$ cat config.mk
export PLATFORM = sky130hd
export DESIGN_NAME = rgbe_rle_fifo
export DESIGN_NICKNAME = d
export VERILOG_FILES = /design/src/design/rgbe_scanline_rle_decoder_assert.svh /design/src/design/rgbe_rle_pkg.sv /design/src/design/rgbe_rle_fifo.sv
export SDC_FILE = /design/constraint.sdc
export NUM_CORES = 1
export LEC_CHECK = 0
export ABC_AREA = 1
export BUFFER_PORTS_ARGS = -buffer_cell sky130_fd_sc_hd__buf_2
export CORE_ASPECT_RATIO = 1.4
export CORE_MARGIN = 2
export CORE_UTILIZATION = 42
export DETAILED_ROUTE_END_ITERATION = 12
export PLACE_DENSITY = 0.66
export SLEW_MARGIN = 20
export SYNTH_ARGS = -nofsm -noshare
export SYNTH_HDL_FRONTEND = slang
export SYNTH_SLANG_ARGS = --single-unit
$ cat constraint.sdc
create_clock -name i_clk -period 2.8 [get_ports i_clk]
set_input_delay 0.14 -clock i_clk [delete_from_list [all_inputs] [get_ports i_clk]]
set_output_delay 0.14 -clock i_clk [all_outputs]
set_load 0.01 [all_outputs]
$ cat src/design/rgbe_scanline_rle_decoder_assert.svh
// Assertion macros for the RGBE scanline decoder.
// No dependencies; included by rgbe_rle_back, which checks its own logic.
`ifndef RGBE_SCANLINE_RLE_DECODER_ASSERT_SVH
`define RGBE_SCANLINE_RLE_DECODER_ASSERT_SVH
`ifndef SYNTHESIS
// checked property, held off while reset is asserted
`define RGBE_ASSERT(lbl, clk, rst_n, prop) \
    lbl: assert property (@(posedge clk) disable iff (!rst_n) (prop)) \
        else $error("rgbe_rle: assertion failed");
// checked property, also active through reset
`define RGBE_ASSERT_NR(lbl, clk, prop) \
    lbl: assert property (@(posedge clk) (prop)) \
        else $error("rgbe_rle: assertion failed");
`else
`define RGBE_ASSERT(lbl, clk, rst_n, prop)
`define RGBE_ASSERT_NR(lbl, clk, prop)
`endif
`endif

$ cat src/design/rgbe_rle_pkg.sv
// Shared types and constants of the RGBE scanline decoder.
// No dependencies; used by every module of the block but rgbe_rle_ram.
package rgbe_rle_pkg;

    localparam int DEF_MAX_WIDTH = 4096;
    localparam int WIDTH_W       = 13;
    localparam int HEIGHT_W      = 16;
    localparam int CFG_DATA_W    = 16;

    // queue between front and back
    localparam int FIFO_DEPTH = 4;
    localparam int FIFO_AW    = 2;

    // register indexes
    localparam logic CFG_IDX_WIDTH  = 1'b0;
    localparam logic CFG_IDX_HEIGHT = 1'b1;

    // result status codes
    localparam logic [1:0] ST_OK      = 2'd0;
    localparam logic [1:0] ST_WIDTH   = 2'd1;
    localparam logic [1:0] ST_COUNT   = 2'd2;
    localparam logic [1:0] ST_REFUSED = 2'd3;

    // back-end operations
    localparam logic [1:0] OP_NONE  = 2'd0; // status only
    localparam logic [1:0] OP_FILL  = 2'd1; // write count bytes to a plane
    localparam logic [1:0] OP_READ  = 2'd2; // read one pixel from the line store
    localparam logic [1:0] OP_PIXEL = 2'd3; // flat pixel carried in data

    typedef struct packed {
        logic [1:0]  op;
        logic [1:0]  status;
        logic        eol;
        logic        eoi;
        logic [1:0]  plane;
        logic        restart; // store address starts over at zero
        logic [7:0]  count;
        logic [31:0] data;
    } t_entry;

    typedef struct packed {
        logic [7:0] red;
        logic [7:0] green;
        logic [7:0] blue;
        logic [7:0] exponent;
        logic       pixel_valid;
        logic       end_of_line;
        logic       end_of_image;
        logic [1:0] status;
    } t_result;

endpackage

$ cat src/design/rgbe_rle_fifo.sv
// Short queue of decoded operations between front and back.
// Depends on rgbe_rle_pkg.
module rgbe_rle_fifo (
    input  logic                  i_clk,
    input  logic                  i_rst_n,
    input  logic                  i_push,
    input  rgbe_rle_pkg::t_entry  i_entry,
    output logic                  o_full,
    input  logic                  i_pop,
    output rgbe_rle_pkg::t_entry  o_head,
    output logic                  o_head_valid
);

    localparam int AW = rgbe_rle_pkg::FIFO_AW;

    rgbe_rle_pkg::t_entry r_mem [rgbe_rle_pkg::FIFO_DEPTH];
    logic [AW-1:0] r_wr_ptr;
    logic [AW-1:0] r_rd_ptr;
    logic [AW:0]   r_count;

    always_ff @(posedge i_clk) begin
        if (!i_rst_n) begin
            r_wr_ptr <= '0;
            r_rd_ptr <= '0;
            r_count  <= '0;
        end else begin
            if (i_push) begin
                r_wr_ptr <= r_wr_ptr + 1'b1;
            end
            if (i_pop) begin
                r_rd_ptr <= r_rd_ptr + 1'b1;
            end
            if (i_push && !i_pop) begin
                r_count <= r_count + 1'b1;
            end else if (!i_push && i_pop) begin
                r_count <= r_count - 1'b1;
            end
        end
    end

    always_ff @(posedge i_clk) begin
        if (i_push) begin
            r_mem[r_wr_ptr] <= i_entry;
        end
    end

    assign o_full       = (r_count == (AW+1)'(rgbe_rle_pkg::FIFO_DEPTH));
    assign o_head_valid = (r_count != '0);
    assign o_head       = r_mem[r_rd_ptr];

endmodule

### After elaboration in Yosys (flattened, before gate mapping)

Memories as Yosys holds them, arrays and structs flattened. A register that Yosys moved wholly into a read port is not among the register bits.
Index checks and enable logic that the tools add are counted.

| storage, ports and cells | value |
|---|---|
| bits in registers | 7 |
| memories | 1 |
| bits of input ports | 53 |
| output and inout bits | 51 |
| bits in writable memories | 196 |

Memory list:

| name | words | width | rd ports | clocked after Yosys merged registers in | write ports | line | source |
|---|---|---|---|---|---|---|---|
| r_mem | 4 | 49 | 1 | 1 | 1 | rgbe_rle_fifo.sv:16 | `rgbe_rle_pkg::t_entry r_mem [rgbe_rle_pkg::FIFO_DEPTH];` |

| cells by class | value |
|---|---|
| add/sub/neg operators | 4 |
| equal/unequal tests | 1 |
| reduce and logical (&&, ||, !) cells | 6 |
| muxes and demuxes | 6 |

Operator list:

| operator | number |
|---|---|
| $mux 3 | 2 |
| $add 2x1->2 const B | 2 |
| $mux 2 | 2 |
| $add 3x1->3 const B | 1 |
| $eq 3x3->1 const B | 1 |
| $reduce_bool 3->1 | 1 |
| $sub 3x1->3 const B | 1 |
| $logic_and 1x1->1 | 2 |
| $logic_not 1->1 | 2 |
| $mux 1 | 2 |
| $reduce_bool 2->1 | 1 |

### Longest topological paths before layout

| logic depth | value |
|---|---|
| depth after elaboration | 4 |
| mapped depth | 10 |
| mapped depth without buffers | 10 |

### Least setup slack after synthesis

OpenSTA, ideal clock, no wires.

| path | value |
|---|---|
| path kind | register to register |
| start point | reg r_wr_ptr[0] |
| end point | mem r_mem[2][0] (netlist name), enable pin |
| data required time | 2.397 ns |
| slack | 0.850 ns |
| data arrival time | 1.546 ns |
| library setup time | 0.403 ns |
| cell stages (with the launch flop) | 5 |
| clock period less this slack | 1.950 ns |
| cell sequence | dfxtp_1 -> inv_1 -> ha_1 -> nand2_1 -> inv_1 |

RTL lines:

| element | line | source |
|---|---|---|
| start: declaration | rgbe_rle_fifo.sv:17 | `logic [AW-1:0] r_wr_ptr;` |
| start signal: assignment | rgbe_rle_fifo.sv:28 | `r_wr_ptr <= r_wr_ptr + 1'b1;` |
| end: declaration | rgbe_rle_fifo.sv:16 |  |

No word-level cell before the write port.

==> run_results.csv <==
group,metric,value,unit
outcome,status,"finished clean",
route,avgViaCountPerCell,5.12,
critical_path,crit_type,"flip-flop to primary output",
finish,n_fill_cell,1544,
global_route,grt_pass1_vias,4983,
clocking,htreeDepth,1,
timing,tightest_slew,0.760,ns
pwr,peakVddDrop,0.000510,V
synth,synth_nets,592,
timing,rsz0062_at_grt,"no",
clocking,cts_inserted_buffers,20,
place,port_buffers,103,
synth,yosys_warnings,0,
timing,setup_viol,0,
global_route,grt_overflow,0,
synth,netlist_instances,533,
timing,setup_ws,0.353,ns
clocking,root_buffer,"clkbuf_16",
finish,syn2layout_area_growth,24.2,%
timing,period_needed,2.45,ns
min_path,hold_start,"i_entry[13]",
critical_path,rr_endpoint,"r_mem[2][39]",
timing,post-route-period-util,87.4,%
critical_path,cp_max_fo,58,
synth,ys_seq_area_share,78.7,%
floorplanning,fp.dieH,164,um
global_route,grt_pass1_wl,25300,um
floorplanning,boundaryPins,104,
finish,diodes,0,
floorplanning,die-area,19500,um2
finish,final_nets,746,
floorplanning,core-area,18000,um2
floorplanning,start_util,42.8,%
route,drt_wl_total,16000,um
timing,maxSlewViolCount,0,
route,num_vias,4817,
critical_path,r2r-start,"r_wr_ptr[0]",
floorplanning,core.rowCount,58,
global_route,track_usage,16.4,%
critical_path,worstPathBufferInverterCount,2,
route,drtIter0Drc,336,
clocking,cts_tree,"done",
finish,drive_above_1_share,21.1,%
critical_path,worst_path_max_delay_cell,"dfxtp_4",
timing,skew,0.00681,ns
floorplanning,dieWidth,118,um
synth,synth_cell_type_count,21,
timing,slew_headroom,49.2,%
critical_path,ff2ff_path_depth,5,
pwr,powerDensity,701,nW/um2
route,first_pass_iters,4,
clocking,cts.path.max_buffers,3,
pwr,p_leak,3.41,nW
place,dp_hpwl,8760,um
route,top_layer_used,"met4",
timing,max_freq,409,MHz
global_route,antenna_found_initial,0,
route,wl_met3,1010,um
critical_path,worstSetupEndpointType,"primary output",
clocking,clkTransAtPathRegs,0.06,ns
finish,regArea,6070,um2
route,wl_per_cell,17.0,um
job,drv_cap,0,
finish,fin_util,53.2,%
route,route.met2.wl,8020,um
min_path,hold_class,"input pin to flip-flop",
place,dp_slack,0.825,ns
critical_path,cp.depth,4,
clocking,clk_latency,0.48,ns
pwr,finalPower,0.00671,W
critical_path,path_cells,"buf_4 -> o21ai_0 -> o22ai_1 -> buf_2",
route,wl_met1,6680,um
synth,synth_area,7700,um2
critical_path,cp_top_family,"flip-flops",
global_route,grt_max_degree,99,
critical_path,regToRegSetupSlack,1.08,ns
finish,multi_input_area,1370,um2
synth,yosys_register_bits,205,
place,gp_congestion,0.749,
critical_path,cp-start-kind,"flip-flop",
route,drc_errors,0,
clocking,cts_resized,0,
critical_path,critPathMaxStageDelay,0.74,ns
route,ant_nets,0,
clocking,clkSinkCount,205,
critical_path,cp-endpoint,"o_head[39]",
critical_path,required,2.66,ns
critical_path,cp.arrival,2.31,ns
timing,hold_violations,0,
synth,syn_avg_cell_area,14.5,um2
timing,tns,0,ns
min_path,min_path_cells,2,
## synth_stat cells (all sizes together)
cell | count | area (um2)
nand4 | 1 | 6.26
buf | 21 | 154
a21oi | 4 | 20.0
edfxtp | 196 | 5890
ha | 5 | 62.6
nand3 | 1 | 5.00
nand2 | 10 | 37.5
inv | 17 | 68.8
o21ai | 104 | 521
fa | 1 | 20.0
nor3 | 1 | 5.00
o22ai | 49 | 307
nor2 | 104 | 390
dfxtp | 9 | 180
clkbuf | 10 | 42.5
## per-stage QoR
stage | std cells | cell area (um2) | hold slack (ns)
2_1_floorplan | 533 | 7700 | 0.239
3_3_place_gp | 853 | 8410 | 0.348
3_5_place_dp | 853 | 8410 | 0.358
4_1_cts | 941 | 9570 | 0.398
5_1_grt | 941 | 9570 | 0.405
6_report | 941 | 9570 | 0.414
## layout make-up
type	count	share of cell area, %
Inverter	17	0.719
Clock buffer	31	6.32
Timing Repair Buffer	163	11.7
Sequential cell	205	63.4
Tap cell	240	3.14
Clock inverter	5	0.314
Multi-Input combinational cell	280	14.4
## layer usage
layer / up-vias / track usage [%]
li1: 2290 / -
met1: 2363 / 19.9
met2: 142 / 29.2
met3: 22 / 3.78
met4: 0 / 4.92
met5: - / 0
## kinds of logic after synthesis
logic type                 synth area share (%)
DFF                                        78.7
AOI/OAI and AO/OA                          11.0
and+or+nand+nor                            5.76
buffers and inverters                      3.44
adders and majority gates                  1.07
## sequential cells by signal (all words and copies together) (netlist names), named ones only
name      count
r_wr_ptr      2
r_rd_ptr      2
r_mem       196
r_count       3
## placed cells by master, fill, tap and decap left out, types with 2 or more instances in the layout
master,instances
a21oi_1,4
buf_12,2
buf_2,103
buf_4,6
clkbuf_1,7
clkbuf_16,22
clkbuf_8,2
clkinv_2,3
clkinvlp_4,2
dfxtp_1,7
dlygate4sd3_1,52
edfxtp_1,196
ha_1,5
inv_1,11
inv_2,5
nand2_1,10
nor2_1,104
o21ai_0,99
o21ai_1,5
o22ai_1,49
## report_power, final
group          internal (W)  switching [W]  total, W
Combinational      0.000246       0.000395  0.000641
Clock               0.00149        0.00103   0.00252
Sequential          0.00350      0.0000528   0.00355
Total               0.00524        0.00147   0.00671
## worst min path at each step
stage	endpoint	slack [ns]
finish	r_mem[1][13]	0.41
CTS	r_mem[0][5]	0.40
detailed placement	r_mem[2][29]	0.36
global placement	r_mem[1][46]	0.35
global route	r_mem[2][13]	0.40
floorplan	r_mem[0][0]	0.24
## repair_timing
action | in CTS | in global routing
endpoints found under the hold margin | 205 | 0
buffers inserted | 0 | 0
hold buffers | 52 | 0
Power figures use the tool's default switching activity.
