<file path="src/design/rgbe_scanline_rle_decoder_assert.svh">
// Assertion macros for the RGBE scanline decoder.
// No dependencies; included by rgbe_rle_back, which checks its own logic.
`ifndef RGBE_SCANLINE_RLE_DECODER_ASSERT_SVH
`define RGBE_SCANLINE_RLE_DECODER_ASSERT_SVH
`ifndef SYNTHESIS
// checked property, held off while reset is asserted
`define RGBE_ASSERT(lbl, clk, rst_n, prop) \
    lbl: assert property (@(posedge clk) disable iff (!rst_n) (prop)) \
        else $error("rgbe_rle: assertion failed");
// checked property, also active through reset
`define RGBE_ASSERT_NR(lbl, clk, prop) \
    lbl: assert property (@(posedge clk) (prop)) \
        else $error("rgbe_rle: assertion failed");
`else
`define RGBE_ASSERT(lbl, clk, rst_n, prop)
`define RGBE_ASSERT_NR(lbl, clk, prop)
`endif
`endif

</file>
<file path="src/design/rgbe_rle_pkg.sv">
// Shared types and constants of the RGBE scanline decoder.
// No dependencies; used by every module of the block but rgbe_rle_ram.
package rgbe_rle_pkg;

    localparam int DEF_MAX_WIDTH = 4096;
    localparam int WIDTH_W       = 13;
    localparam int HEIGHT_W      = 16;
    localparam int CFG_DATA_W    = 16;

    // queue between front and back
    localparam int FIFO_DEPTH = 4;
    localparam int FIFO_AW    = 2;

    // register indexes
    localparam logic CFG_IDX_WIDTH  = 1'b0;
    localparam logic CFG_IDX_HEIGHT = 1'b1;

    // result status codes
    localparam logic [1:0] ST_OK      = 2'd0;
    localparam logic [1:0] ST_WIDTH   = 2'd1;
    localparam logic [1:0] ST_COUNT   = 2'd2;
    localparam logic [1:0] ST_REFUSED = 2'd3;

    // back-end operations
    localparam logic [1:0] OP_NONE  = 2'd0; // status only
    localparam logic [1:0] OP_FILL  = 2'd1; // write count bytes to a plane
    localparam logic [1:0] OP_READ  = 2'd2; // read one pixel from the line store
    localparam logic [1:0] OP_PIXEL = 2'd3; // flat pixel carried in data

    typedef struct packed {
        logic [1:0]  op;
        logic [1:0]  status;
        logic        eol;
        logic        eoi;
        logic [1:0]  plane;
        logic        restart; // store address starts over at zero
        logic [7:0]  count;
        logic [31:0] data;
    } t_entry;

    typedef struct packed {
        logic [7:0] red;
        logic [7:0] green;
        logic [7:0] blue;
        logic [7:0] exponent;
        logic       pixel_valid;
        logic       end_of_line;
        logic       end_of_image;
        logic [1:0] status;
    } t_result;

endpackage

</file>
<file path="src/design/rgbe_rle_front.sv">
// Front end: parses each accepted word, tracks scanline/plane/pixel state
// and issues one operation per word to the queue. Depends on rgbe_rle_pkg.
module rgbe_rle_front #(
    parameter int MAX_WIDTH = rgbe_rle_pkg::DEF_MAX_WIDTH
) (
    input  logic                                i_clk,
    input  logic                                i_rst_n,
    input  logic                                i_accept,
    input  logic                                i_cmd,
    input  logic [7:0]                          i_data_byte,
    input  logic [rgbe_rle_pkg::WIDTH_W-1:0]    i_image_width,
    input  logic [rgbe_rle_pkg::HEIGHT_W-1:0]   i_image_height,
    output rgbe_rle_pkg::t_entry                o_entry
);

    localparam logic [2:0] PH_HEADER    = 3'd0;
    localparam logic [2:0] PH_PLANES    = 3'd1;
    localparam logic [2:0] PH_DRAIN     = 3'd2;
    localparam logic [2:0] PH_FLAT      = 3'd3;
    localparam logic [2:0] PH_DONE      = 3'd4;
    localparam logic [2:0] PH_ERR_WIDTH = 3'd5;
    localparam logic [2:0] PH_ERR_COUNT = 3'd6;

    localparam logic [1:0] PAIR_COUNT   = 2'd0;
    localparam logic [1:0] PAIR_RUN     = 2'd1;
    localparam logic [1:0] PAIR_LITERAL = 2'd2;

    localparam logic [7:0] RUN_MARK = 8'h80;
    localparam logic [7:0] RUN_BIAS = 8'd128;
    localparam logic [7:0] HDR_MARK = 8'd2;
    localparam int         MIN_RLE  = 8;
    localparam int         WW       = rgbe_rle_pkg::WIDTH_W;
    localparam int         HW       = rgbe_rle_pkg::HEIGHT_W;

    logic [2:0]    r_phase,      n_phase;
    logic [1:0]    r_byte_count, n_byte_count;
    logic [7:0]    r_held [3];
    logic [7:0]    n_held [3];
    logic [1:0]    r_plane,      n_plane;
    logic [WW-1:0] r_pos,        n_pos;
    logic [1:0]    r_pair,       n_pair;
    logic [7:0]    r_bl,         n_bl;
    logic [WW-1:0] r_pix_pos,    n_pix_pos;
    logic [HW-1:0] r_rows,       n_rows;

    logic          eol, eoi, do_pixel, rle_width, rle_head;
    logic [WW-1:0] remaining, pos_new;
    logic [7:0]    run_n;
    rgbe_rle_pkg::t_entry entry;

    assign eol = ({1'b0, r_pix_pos} + (WW+1)'(1)) >= {1'b0, i_image_width};
    assign eoi = eol && (({1'b0, r_rows} + (HW+1)'(1)) >= {1'b0, i_image_height});
    assign remaining = (i_image_width > r_pos) ? (i_image_width - r_pos) : '0;
    assign run_n     = i_data_byte - RUN_BIAS;
    assign rle_width = (i_image_width >= WW'(MIN_RLE))
                    && ({19'd0, i_image_width} <= 32'(MAX_WIDTH));
    assign rle_head  = (r_held[0] == HDR_MARK) && (r_held[1] == HDR_MARK)
                    && !r_held[2][7];

    always_comb begin
        n_phase      = r_phase;
        n_byte_count = r_byte_count;
        n_held       = r_held;
        n_plane      = r_plane;
        n_pos        = r_pos;
        n_pair       = r_pair;
        n_bl         = r_bl;
        n_pix_pos    = r_pix_pos;
        n_rows       = r_rows;
        pos_new      = r_pos;
        do_pixel     = 1'b0;
        entry        = '0;
        entry.op     = rgbe_rle_pkg::OP_NONE;
        entry.status = rgbe_rle_pkg::ST_OK;

        if (i_accept) begin
            if (r_phase == PH_ERR_WIDTH) begin
                entry.status = rgbe_rle_pkg::ST_WIDTH;
            end else if (r_phase == PH_ERR_COUNT) begin
                entry.status = rgbe_rle_pkg::ST_COUNT;
            end else if (r_phase == PH_DONE) begin
                entry.status = rgbe_rle_pkg::ST_REFUSED;
            end else if (i_cmd) begin
                if (r_phase == PH_DRAIN) begin
                    entry.op      = rgbe_rle_pkg::OP_READ;
                    entry.restart = (r_pix_pos == '0);
                    do_pixel      = 1'b1;
                end else begin
                    entry.status = rgbe_rle_pkg::ST_REFUSED;
                end
            end else if (r_phase == PH_DRAIN) begin
                entry.status = rgbe_rle_pkg::ST_REFUSED;
            end else if (r_phase == PH_PLANES) begin
                if (r_pair == PAIR_COUNT) begin
                    if (i_data_byte > RUN_MARK) begin
                        if ({5'd0, run_n} > remaining) begin
                            n_phase      = PH_ERR_COUNT;
                            entry.status = rgbe_rle_pkg::ST_COUNT;
                        end else begin
                            n_bl   = run_n;
                            n_pair = PAIR_RUN;
                        end
                    end else if (i_data_byte == '0 || {5'd0, i_data_byte} > remaining) begin
                        n_phase      = PH_ERR_COUNT;
                        entry.status = rgbe_rle_pkg::ST_COUNT;
                    end else begin
                        n_bl   = i_data_byte;
                        n_pair = PAIR_LITERAL;
                    end
                end else begin
                    entry.op        = rgbe_rle_pkg::OP_FILL;
                    entry.plane     = r_plane;
                    entry.restart   = (r_pos == '0);
                    entry.data[7:0] = i_data_byte;
                    if (r_pair == PAIR_RUN) begin
                        entry.count = r_bl;
                        pos_new     = r_pos + {5'd0, r_bl};
                        n_bl        = '0;
                        n_pair      = PAIR_COUNT;
                    end else begin
                        entry.count = 8'd1;
                        pos_new     = r_pos + WW'(1);
                        n_bl        = (r_bl != '0) ? (r_bl - 8'd1) : '0;
                        if (n_bl == '0) begin
                            n_pair = PAIR_COUNT;
                        end
                    end
                    n_pos = pos_new;
                    // plane complete: advance plane, or hand the line to drain
                    if (n_pair == PAIR_COUNT && pos_new >= i_image_width) begin
                        n_pos = '0;
                        if (r_plane == 2'd3) begin
                            n_plane   = '0;
                            n_pix_pos = '0;
                            n_phase   = PH_DRAIN;
                        end else begin
                            n_plane = r_plane + 2'd1;
                        end
                    end
                end
            end else begin
                // header or flat: gather four bytes
                if (r_byte_count != 2'd3) begin
                    case (r_byte_count)
                        2'd0:    n_held[0] = i_data_byte;
                        2'd1:    n_held[1] = i_data_byte;
                        default: n_held[2] = i_data_byte;
                    endcase
                    n_byte_count = r_byte_count + 2'd1;
                end else begin
                    n_byte_count = '0;
                    if (r_phase == PH_HEADER && rle_width && rle_head) begin
                        if ({r_held[2], i_data_byte} != {3'd0, i_image_width}) begin
                            n_phase      = PH_ERR_WIDTH;
                            entry.status = rgbe_rle_pkg::ST_WIDTH;
                        end else begin
                            n_plane = '0;
                            n_pos   = '0;
                            n_pair  = PAIR_COUNT;
                            n_bl    = '0;
                            n_phase = PH_PLANES;
                        end
                    end else begin
                        if (r_phase == PH_HEADER) begin
                            n_phase = PH_FLAT;
                        end
                        entry.op   = rgbe_rle_pkg::OP_PIXEL;
                        entry.data = {i_data_byte, r_held[2], r_held[1], r_held[0]};
                        do_pixel   = 1'b1;
                    end
                end
            end
        end

        if (do_pixel) begin
            entry.eol = eol;
            entry.eoi = eoi;
            if (eol) begin
                n_pix_pos = '0;
                n_rows    = r_rows + HW'(1);
            end else begin
                n_pix_pos = r_pix_pos + WW'(1);
            end
            if (eoi) begin
                n_phase = PH_DONE;
            end else if (eol && n_phase == PH_DRAIN) begin
                n_phase = PH_HEADER;
            end
        end
    end

    always_ff @(posedge i_clk) begin
        if (!i_rst_n) begin
            r_phase      <= PH_HEADER;
            r_byte_count <= '0;
            r_plane      <= '0;
            r_pos        <= '0;
            r_pair       <= PAIR_COUNT;
            r_bl         <= '0;
            r_pix_pos    <= '0;
            r_rows       <= '0;
        end else begin
            r_phase      <= n_phase;
            r_byte_count <= n_byte_count;
            r_plane      <= n_plane;
            r_pos        <= n_pos;
            r_pair       <= n_pair;
            r_bl         <= n_bl;
            r_pix_pos    <= n_pix_pos;
            r_rows       <= n_rows;
        end
    end

    always_ff @(posedge i_clk) begin
        r_held <= n_held;
    end

    assign o_entry = entry;

endmodule

</file>
<file path="config.mk">
export PLATFORM = sky130hd
export DESIGN_NAME = rgbe_rle_front
export DESIGN_NICKNAME = d
export VERILOG_FILES = /design/src/design/rgbe_scanline_rle_decoder_assert.svh /design/src/design/rgbe_rle_pkg.sv /design/src/design/rgbe_rle_front.sv
export SDC_FILE = /design/constraint.sdc
export NUM_CORES = 1
export LEC_CHECK = 0
export BUFFER_PORTS_ARGS = -buffer_cell sky130_fd_sc_hd__buf_2
export CAP_MARGIN = 10
export CORE_ASPECT_RATIO = 1.1
export CORE_MARGIN = 8
export CORE_UTILIZATION = 56
export CTS_BUF_LIST = sky130_fd_sc_hd__clkbuf_4
export DETAILED_ROUTE_END_ITERATION = 8
export PLACE_DENSITY = 0.77
export SLEW_MARGIN = 0
export SYNTH_ARGS = -nofsm -noshare
export SYNTH_HDL_FRONTEND = slang
export SYNTH_SLANG_ARGS = --single-unit
</file>
<file path="constraint.sdc">
create_clock -name i_clk -period 4.5 [get_ports i_clk]
set_clock_uncertainty 0.15 [all_clocks]
set_input_delay 0 -clock i_clk [delete_from_list [all_inputs] [get_ports i_clk]]
set_output_delay 0 -clock i_clk [all_outputs]
set_load 0.03 [all_outputs]
</file>
# Yosys cells after proc, flatten, opt, wreduce, memory -nomap -nowiden
# Cells that the tools add are included.
# word_totals
regBits,83
# classes
mux,131
n_addsub,11
bitwise,7
eq_ne,25
reduce_logical,34
order_cmp,9
# ops
op,count
13-bit 2-to-1 mux,28
43-bit 2-to-1 mux,5
8-bit 2-to-1 mux,13
2-bit 2-to-1 mux,41
32-bit 2-to-1 mux,2
3-bit 2-to-1 mux,20
40-bit 2-to-1 mux,1
9-bit AND reduction,3
13-bit by 1-bit adder with 13-bit output (second input constant),2
8-bit by 13-bit > comparator with 1-bit output,2
13-bit zero test,2
24-bit 2-to-1 mux,1
11-bit 2-to-1 mux,2
11-bit AND reduction,2
10-bit AND reduction,2
2-bit inequality test (second input constant),9
16-bit by 1-bit adder with 17-bit output (second input constant),1
17-bit by 16-bit >= comparator with 1-bit output,1
16-bit by 1-bit adder with 16-bit output (second input constant),1
8-bit by 2-bit equality test with 1-bit output (second input constant),2
8-bit zero test,2
4-bit 2-to-1 mux,4
16-bit by 13-bit inequality test with 1-bit output,1
13-bit by 1-bit adder with 14-bit output (second input constant),1
other kinds (30),69

# Logic depth before layout (Yosys ltp)
# depth
word_depth,29
depth_mapped,21
ltp_nobuf,19

# Worst setup path after synthesis
# Ideal clock, no wire load.
# synth_timing
path_kind,flip-flop to flip-flop
startpoint,reg r_pair[1]
endpoint,reg r_pix_pos[1]
path_slack_ns,0.019
stages_incl_launch_ff,21
arrival_ns,4.239
period_less_slack_ns,4.481
required_time_ns,4.258
path_cell_list,dfxtp_1 > buf_2 > nor2b_1 > clkbuf_1 > nand2_1 > inv_1 > ha_1 > a21o_1 > maj3_1 > a211oi_1 > o31ai_1 > a41oi_1 > nor2_1 > xnor2_1 > ha_1 > a211o_1 > a211oi_1 > nor4_4 > and3_4 > a21o_2 > o32ai_1
# synth_between
elab_chain_cells,14
# synth_lines
element,line,rtl
start: declaration,rgbe_rle_front.sv:41,"logic [1:0] r_pair, n_pair;"
start signal: assignment,rgbe_rle_front.sv:207,r_pair <= n_pair;
2-bit by 1-bit equality test with 1-bit output / 2-bit 2-to-1 mux (equally long branches),"rgbe_rle_front.sv:115, rgbe_rle_front.sv:124",
13-bit 2-to-1 mux / 2-bit 2-to-1 mux (equally long branches),rgbe_rle_front.sv:115,if (r_pair == PAIR_RUN) begin
13-bit 2-to-1 mux / 2-bit 2-to-1 mux (equally long branches),rgbe_rle_front.sv:94,if (r_pair == PAIR_COUNT) begin
13-bit 2-to-1 mux / 2-bit 2-to-1 mux (equally long branches),rgbe_rle_front.sv:93,end else if (r_phase == PH_PLANES) begin
13-bit 2-to-1 mux / 2-bit 2-to-1 mux (equally long branches),rgbe_rle_front.sv:91,end else if (r_phase == PH_DRAIN) begin
13-bit 2-to-1 mux / 2-bit 2-to-1 mux (equally long branches),rgbe_rle_front.sv:83,end else if (i_cmd) begin
13-bit 2-to-1 mux / 2-bit 2-to-1 mux (equally long branches),rgbe_rle_front.sv:81,end else if (r_phase == PH_DONE) begin
13-bit 2-to-1 mux / 2-bit 2-to-1 mux (equally long branches),rgbe_rle_front.sv:79,end else if (r_phase == PH_ERR_COUNT) begin
13-bit 2-to-1 mux / 2-bit 2-to-1 mux (equally long branches),rgbe_rle_front.sv:77,if (r_phase == PH_ERR_WIDTH) begin
13-bit 2-to-1 mux / 2-bit 2-to-1 mux (equally long branches),rgbe_rle_front.sv:76,if (i_accept) begin
13-bit >= comparator / 2-bit zero test (equally long branches),rgbe_rle_front.sv:130,if (n_pair == PAIR_COUNT && pos_new >= i_image_width) begin
1-bit logical AND,rgbe_rle_front.sv:130,
2-bit nonzero test (no line),-,
10-bit AND reduction (no line) *,-,
end signal: assignment,rgbe_rle_front.sv:209,r_pix_pos <= n_pix_pos;
end: declaration,rgbe_rle_front.sv:43,"logic [WW-1:0] r_pix_pos, n_pix_pos;"
# Every way passes the cells marked *; elsewhere a longest branch is shown, timed or not. The select of a mux whose other input is x is not followed.
# A chain may end at the register's enable or synchronous reset.

==> results.md <==
Status:
- The run finished, with violations left.
- The checks that failed: negative setup slack.

Power:
- The part of the power in combinational logic is 0.204.
- The net switching power is slightly below 500 uW.
- Of the total power, the clock network draws 0.298.
- The switching share of total power is 0.315.
- The internal power of the cells totals 1080 uW.
- The peak ir drop on the vdd network is approximately 0.00011 V.
- Dividing total power by cell area gives a power density of about 170 nW/um2.
- The leakage power is about 0.0041 uW.
- The share of total power dissipated in sequential elements is 0.498.

Floorplanning:
- The initial utilization of the core area, before any placement, comes to 0.565.
- From left edge to right edge, the die measures between 100 and 150 um.
- The number of standard-cell rows in the floorplan is 45.
- In this run the standard cell core region covers 13600 um2.
- In this run the count of I/O pins placed on the die edge is 90.
- Measured along the y axis, the die boundary spans between 100 and 150 um.
- The die area is roughly 18000 um2.

Setup path:
- The type of origin of the critical path is a flop.
- The terminus of the critical flop-to-flop path is r_pix_pos[1].
- The setup path with the least slack is of type reg -> out.
- Traced cell by cell, the critical path runs through inv_4 -> ha_4 -> nor2b_4 -> o31a_1 -> o31a_1 -> o21a_4 -> buf_6 -> nor2b_1 -> ha_2 -> nand3b_1 -> a21oi_2 -> o21bai_4 -> a2111oi_4 -> nor3_4 -> a22oi_2 -> a21bo_1 -> a221oi_2 -> buf_4.
- The largest driver fanout on the critical path is 8.
- STA puts the critical path data arrival time at 4.40 ns.
- For the worst flop-to-flop path, the logic depth is 18.
- Counting both buffers and inverters, the worst setup path holds a total of 3.
- The critical path ends at o_entry[46].
- The worst register-to-register path begins at r_pair[0].
- The number of stages on the worst setup path is 18.
- The slowest stage of the critical path belongs to the cell a2111oi_4.
- The required time of the critical path is between 4 and 5 ns.
- The delay of the slowest critical-path stage is 0.40 ns.
- The endpoint kind of the worst setup timing path is a primary output.
- The cell class contributing the biggest share of worst-path delay is compound AO/OA/AOI/OAI gates.
- The most numerous cell type found on the critical path is o31a_1.
- The launching instance or port of the critical path is r_pos[1].
- The worst reg-to-reg setup slack is 0.20 ns.

STA:
- The number of max-slew violations in the final report is 0.
- The final number of hold-violating endpoints is 0.
- Headroom to the max-slew limit came out at 0.357.
- Setup repair after global routing could not meet its margin everywhere.
- The actual transition at the worst max-transition pin is a little under 1 ns.
- The maximum achievable frequency is 0.220 GHz.
- Across all setup checks in the final design, the least slack found is -0.0529 ns.
- The minimum clock period is around 4.6 ns.
- The share of the cycle needed by the critical path after routing is 1.01.
- The final-report setup violation count is 1.

Synthesis:
- By area, the combinational part of the netlist is dominated by simple AND/OR/NAND/NOR gates.
- The fraction of synthesized cell area taken by the top area cell type is 0.153.
- The most used flip-flop cell after synthesis is dfxtp_1.
- Of the total synthesized cell area, the portion taken by XOR and XNOR cells is 0.0842.
- In this run, synthesis produced a sequential element count of 83.
- The synthesized-area fraction occupied by adder cells is 0.138.
- Of the total synthesized cell area, the portion taken by AND, OR, NAND and NOR gates is 0.277.
- The average instance area after synthesis is between 7 and 8 um2.
- The area of the mapped netlist is 7700 um2.
- The cell accounting for the most synthesized area is dfxtp_1.
- The multiplexer area fraction after synthesis is 0.0117.
- The share of synthesized registers carrying an async set or reset is 0.
- The sequential area share after synthesis is 0.247.
- By area the synthesized netlist is led by dfxtp_1, ha_1, edfxtp_1.
- The netlist uses 84 different library cells.
- Ranked by instance count, the synthesized netlist is headed by nor2_1, nand2_1, ha_1.
- The total of warnings raised by yosys is 0.
- The count of flip-flops with a built-in enable after synthesis is 24.
- The share of the synthesized area in compound gates (AO/OA/AOI/OAI) is 0.188.
- When the netlist entered floorplanning its net count stood at 1092.
- The cell with the most instances after synthesis is nor2_1.
- The number of instances in the synthesized netlist is 969.

Route:
- In the routed layout, each cell is associated on average with a via count of 6.14.
- The post-detailed-route count of antenna-violating nets is 0.
- The iteration count of the initial detailed-routing pass is 5.
- The number of DRC violations after detailed routing is 0.
- In the final routed layout, each cell accounts on average for 18.5 um.
- The first routing iteration left between 500 and 600 violations.
- Across all layers, the routed design uses roughly 7800 vias.
- The final layout contains routed wiring with a total length of roughly 24000 um.

Place:
- The global placement routability congestion is about 0.94.
- Counting tap cells, the placed design contains a total of around 1200 instances.
- The count of buffers added on input and output ports is between 80 and 90.
- The estimated wirelength of the detail-placed design is 17100 um.

Global route:
- In the global route stage, overall resource usage came out at 0.253.
- The global-route wire length before repair is between 30000 and 40000 um.
- Entering global routing, the biggest net connects 36 pins.
- The initial antenna violation count is 0.
- The via count of the first global-routing pass is around 7000.
- The total congestion overflow is 0.

CTS:
- The insertion delay to the later sink of the worst-skew pair is around 0.50 ns.
- The clock tree from TritonCTS is built.
- The clock transition at the registers of the reported paths is 0.14 ns.
- The total number of H-tree levels is 3.
- The sink count of the clock tree is 83.
- The number of clock buffers inserted by TritonCTS is 9.
- In this run the clock root is driven by a clkbuf_4.
- The longest clock path from root to sink contains 2 buffers.

Finish:
- The final cell count without fillers is between 1000 and 1500.
- The number of antenna cells inserted is 0.
- The share of final-layout standard cells stronger than drive strength 1 is 0.232.
- Measured on the finished design, the core utilization comes to 0.678.
- The post-synthesis to final-layout area growth is 19.9%.
- The final layout contains about 1200 nets.

Flow run:
- The max capacitance violation total is 0.

Hold path:
- The path class of the tightest hold or removal check is in -> reg.
==> flip-flops by register name, indices dropped and copies added, names as in the netlist <==
signal,cells
r_held,24
r_phase,3
r_plane,2
r_bl,8
r_byte_count,2
r_pair,2
r_pix_pos,13
r_rows,16
r_pos,13
==> area by class of cell <==
| class | count | area [um2] |
|---|---|---|
| multi-input cells | 779 | 5770 |
| fillers | 1160 | 4390 |
| flip-flops and latches | 83 | 1930 |
| repair buffers | 144 | 907 |
| inverters | 65 | 250 |
| well taps | 188 | 235 |
| clock inverters | 7 | 70.1 |
| clock buffers | 9 | 67.6 |
==> routing by layer <==
layer	vias up	part of all wire	track usage
met3	72	0.082	0.0538
met2	366	0.48	0.424
met4	0	0.039	0.100
li1	3715	-	-
met1	3681	0.40	0.307
met5	-	0	0
==> worst min-delay path by stage <==
stage                             startpoint    endpoint  slack (ns)  cells past startpoint
after floorplan               i_data_byte[0]   r_held[0]       -0.05                      0
after global placement        i_data_byte[0]   r_held[0]        0.16                      1
after detailed placement      i_data_byte[7]  r_held[15]        0.16                      1
after CTS                 i_image_height[13]  r_phase[1]        0.02                      6
after global routing      i_image_height[13]  r_phase[1]        0.08                      6
final                     i_image_height[13]  r_phase[1]        0.04                      6
==> logic make-up (layout without fill, tap and decap cells) <==
family	after synthesis	in the layout
muxes	9	9
DFF	83	83
adders and majority gates	84	84
and+or+nand+nor	407	407
xor gates and xnor gates	74	74
buffers and inverters	107	225
AOI/OAI and AO/OA	205	205
==> worst register-to-register path, stage by stage (launching register included) <==
cell      delay, ns
dfxtp_2        0.35
nor2b_4        0.17
buf_4          0.15
and2_1         0.17
ha_4           0.21
and2_4         0.17
o21ai_4        0.16
o21ai_4        0.09
o41ai_4        0.44
nor3_2         0.12
xnor2_1        0.20
ha_1           0.27
a21o_1         0.17
a211o_1        0.30
a211oi_2       0.28
nor4_4         0.11
and3_4         0.21
a21o_2         0.26
o32ai_1        0.23
==> power groups by stage <==
stage	sequential [uW]	clock (uW)	combinational, uW
after CTS	785	465	272
after global placement	802	0	251
after detailed placement	802	0	257
after floorplan	798	0	169
final	784	468	321
after global routing	785	498	349
==> metrics by stage <==
step                      worst slack, ns  instance area (um2)  hold slack (ns)  TNS, ns  power, uW
after floorplan                    0.0190                 7700          -0.0511        0        968
after global placement            -0.0381                 8410            0.160   -0.308       1050
after detailed placement           -0.186                 8410            0.159    -3.18       1060
after CTS                         -0.0672                 8760           0.0193  -0.0672       1520
after global routing               -0.227                 9230           0.0756   -0.234       1630
final                             -0.0529                 9230           0.0355  -0.0529       1570
==> timing repair <==
action | 4_1_cts | 5_1_grt
pin swaps | 5 | 30
endpoints found under the setup margin | 30 | 33
setup buffers | 3 | 14
hold buffers | 12 | 0
hold endpoints to repair | 48 | 0
gates resized for setup | 16 | 84
==> layout by cell type (no fill, tap or decap), types with 9 or more instances in the layout <==
cell	synthesis	routed
a22oi_1	9	9
dfxtp_1	59	44
dlygate4sd3_1	0	12
nand2b_1	16	15
nand4_1	27	27
nand2_1	82	78
buf_2	8	88
ha_1	80	61
and2_1	35	34
o21ai_0	38	35
nor2_1	101	100
buf_4	1	41
nand3_1	44	43
nor3_1	24	24
xor2_1	32	32
ha_4	0	13
and3_1	17	17
edfxtp_1	24	24
clkbuf_4	0	10
dfxtp_2	0	12
a21o_1	15	15
a31oi_1	15	15
a21oi_1	46	42
inv_1	64	59
xnor2_1	42	41
mux2i_1	9	9
No activity file was read; power rests on OpenSTA's default activity.
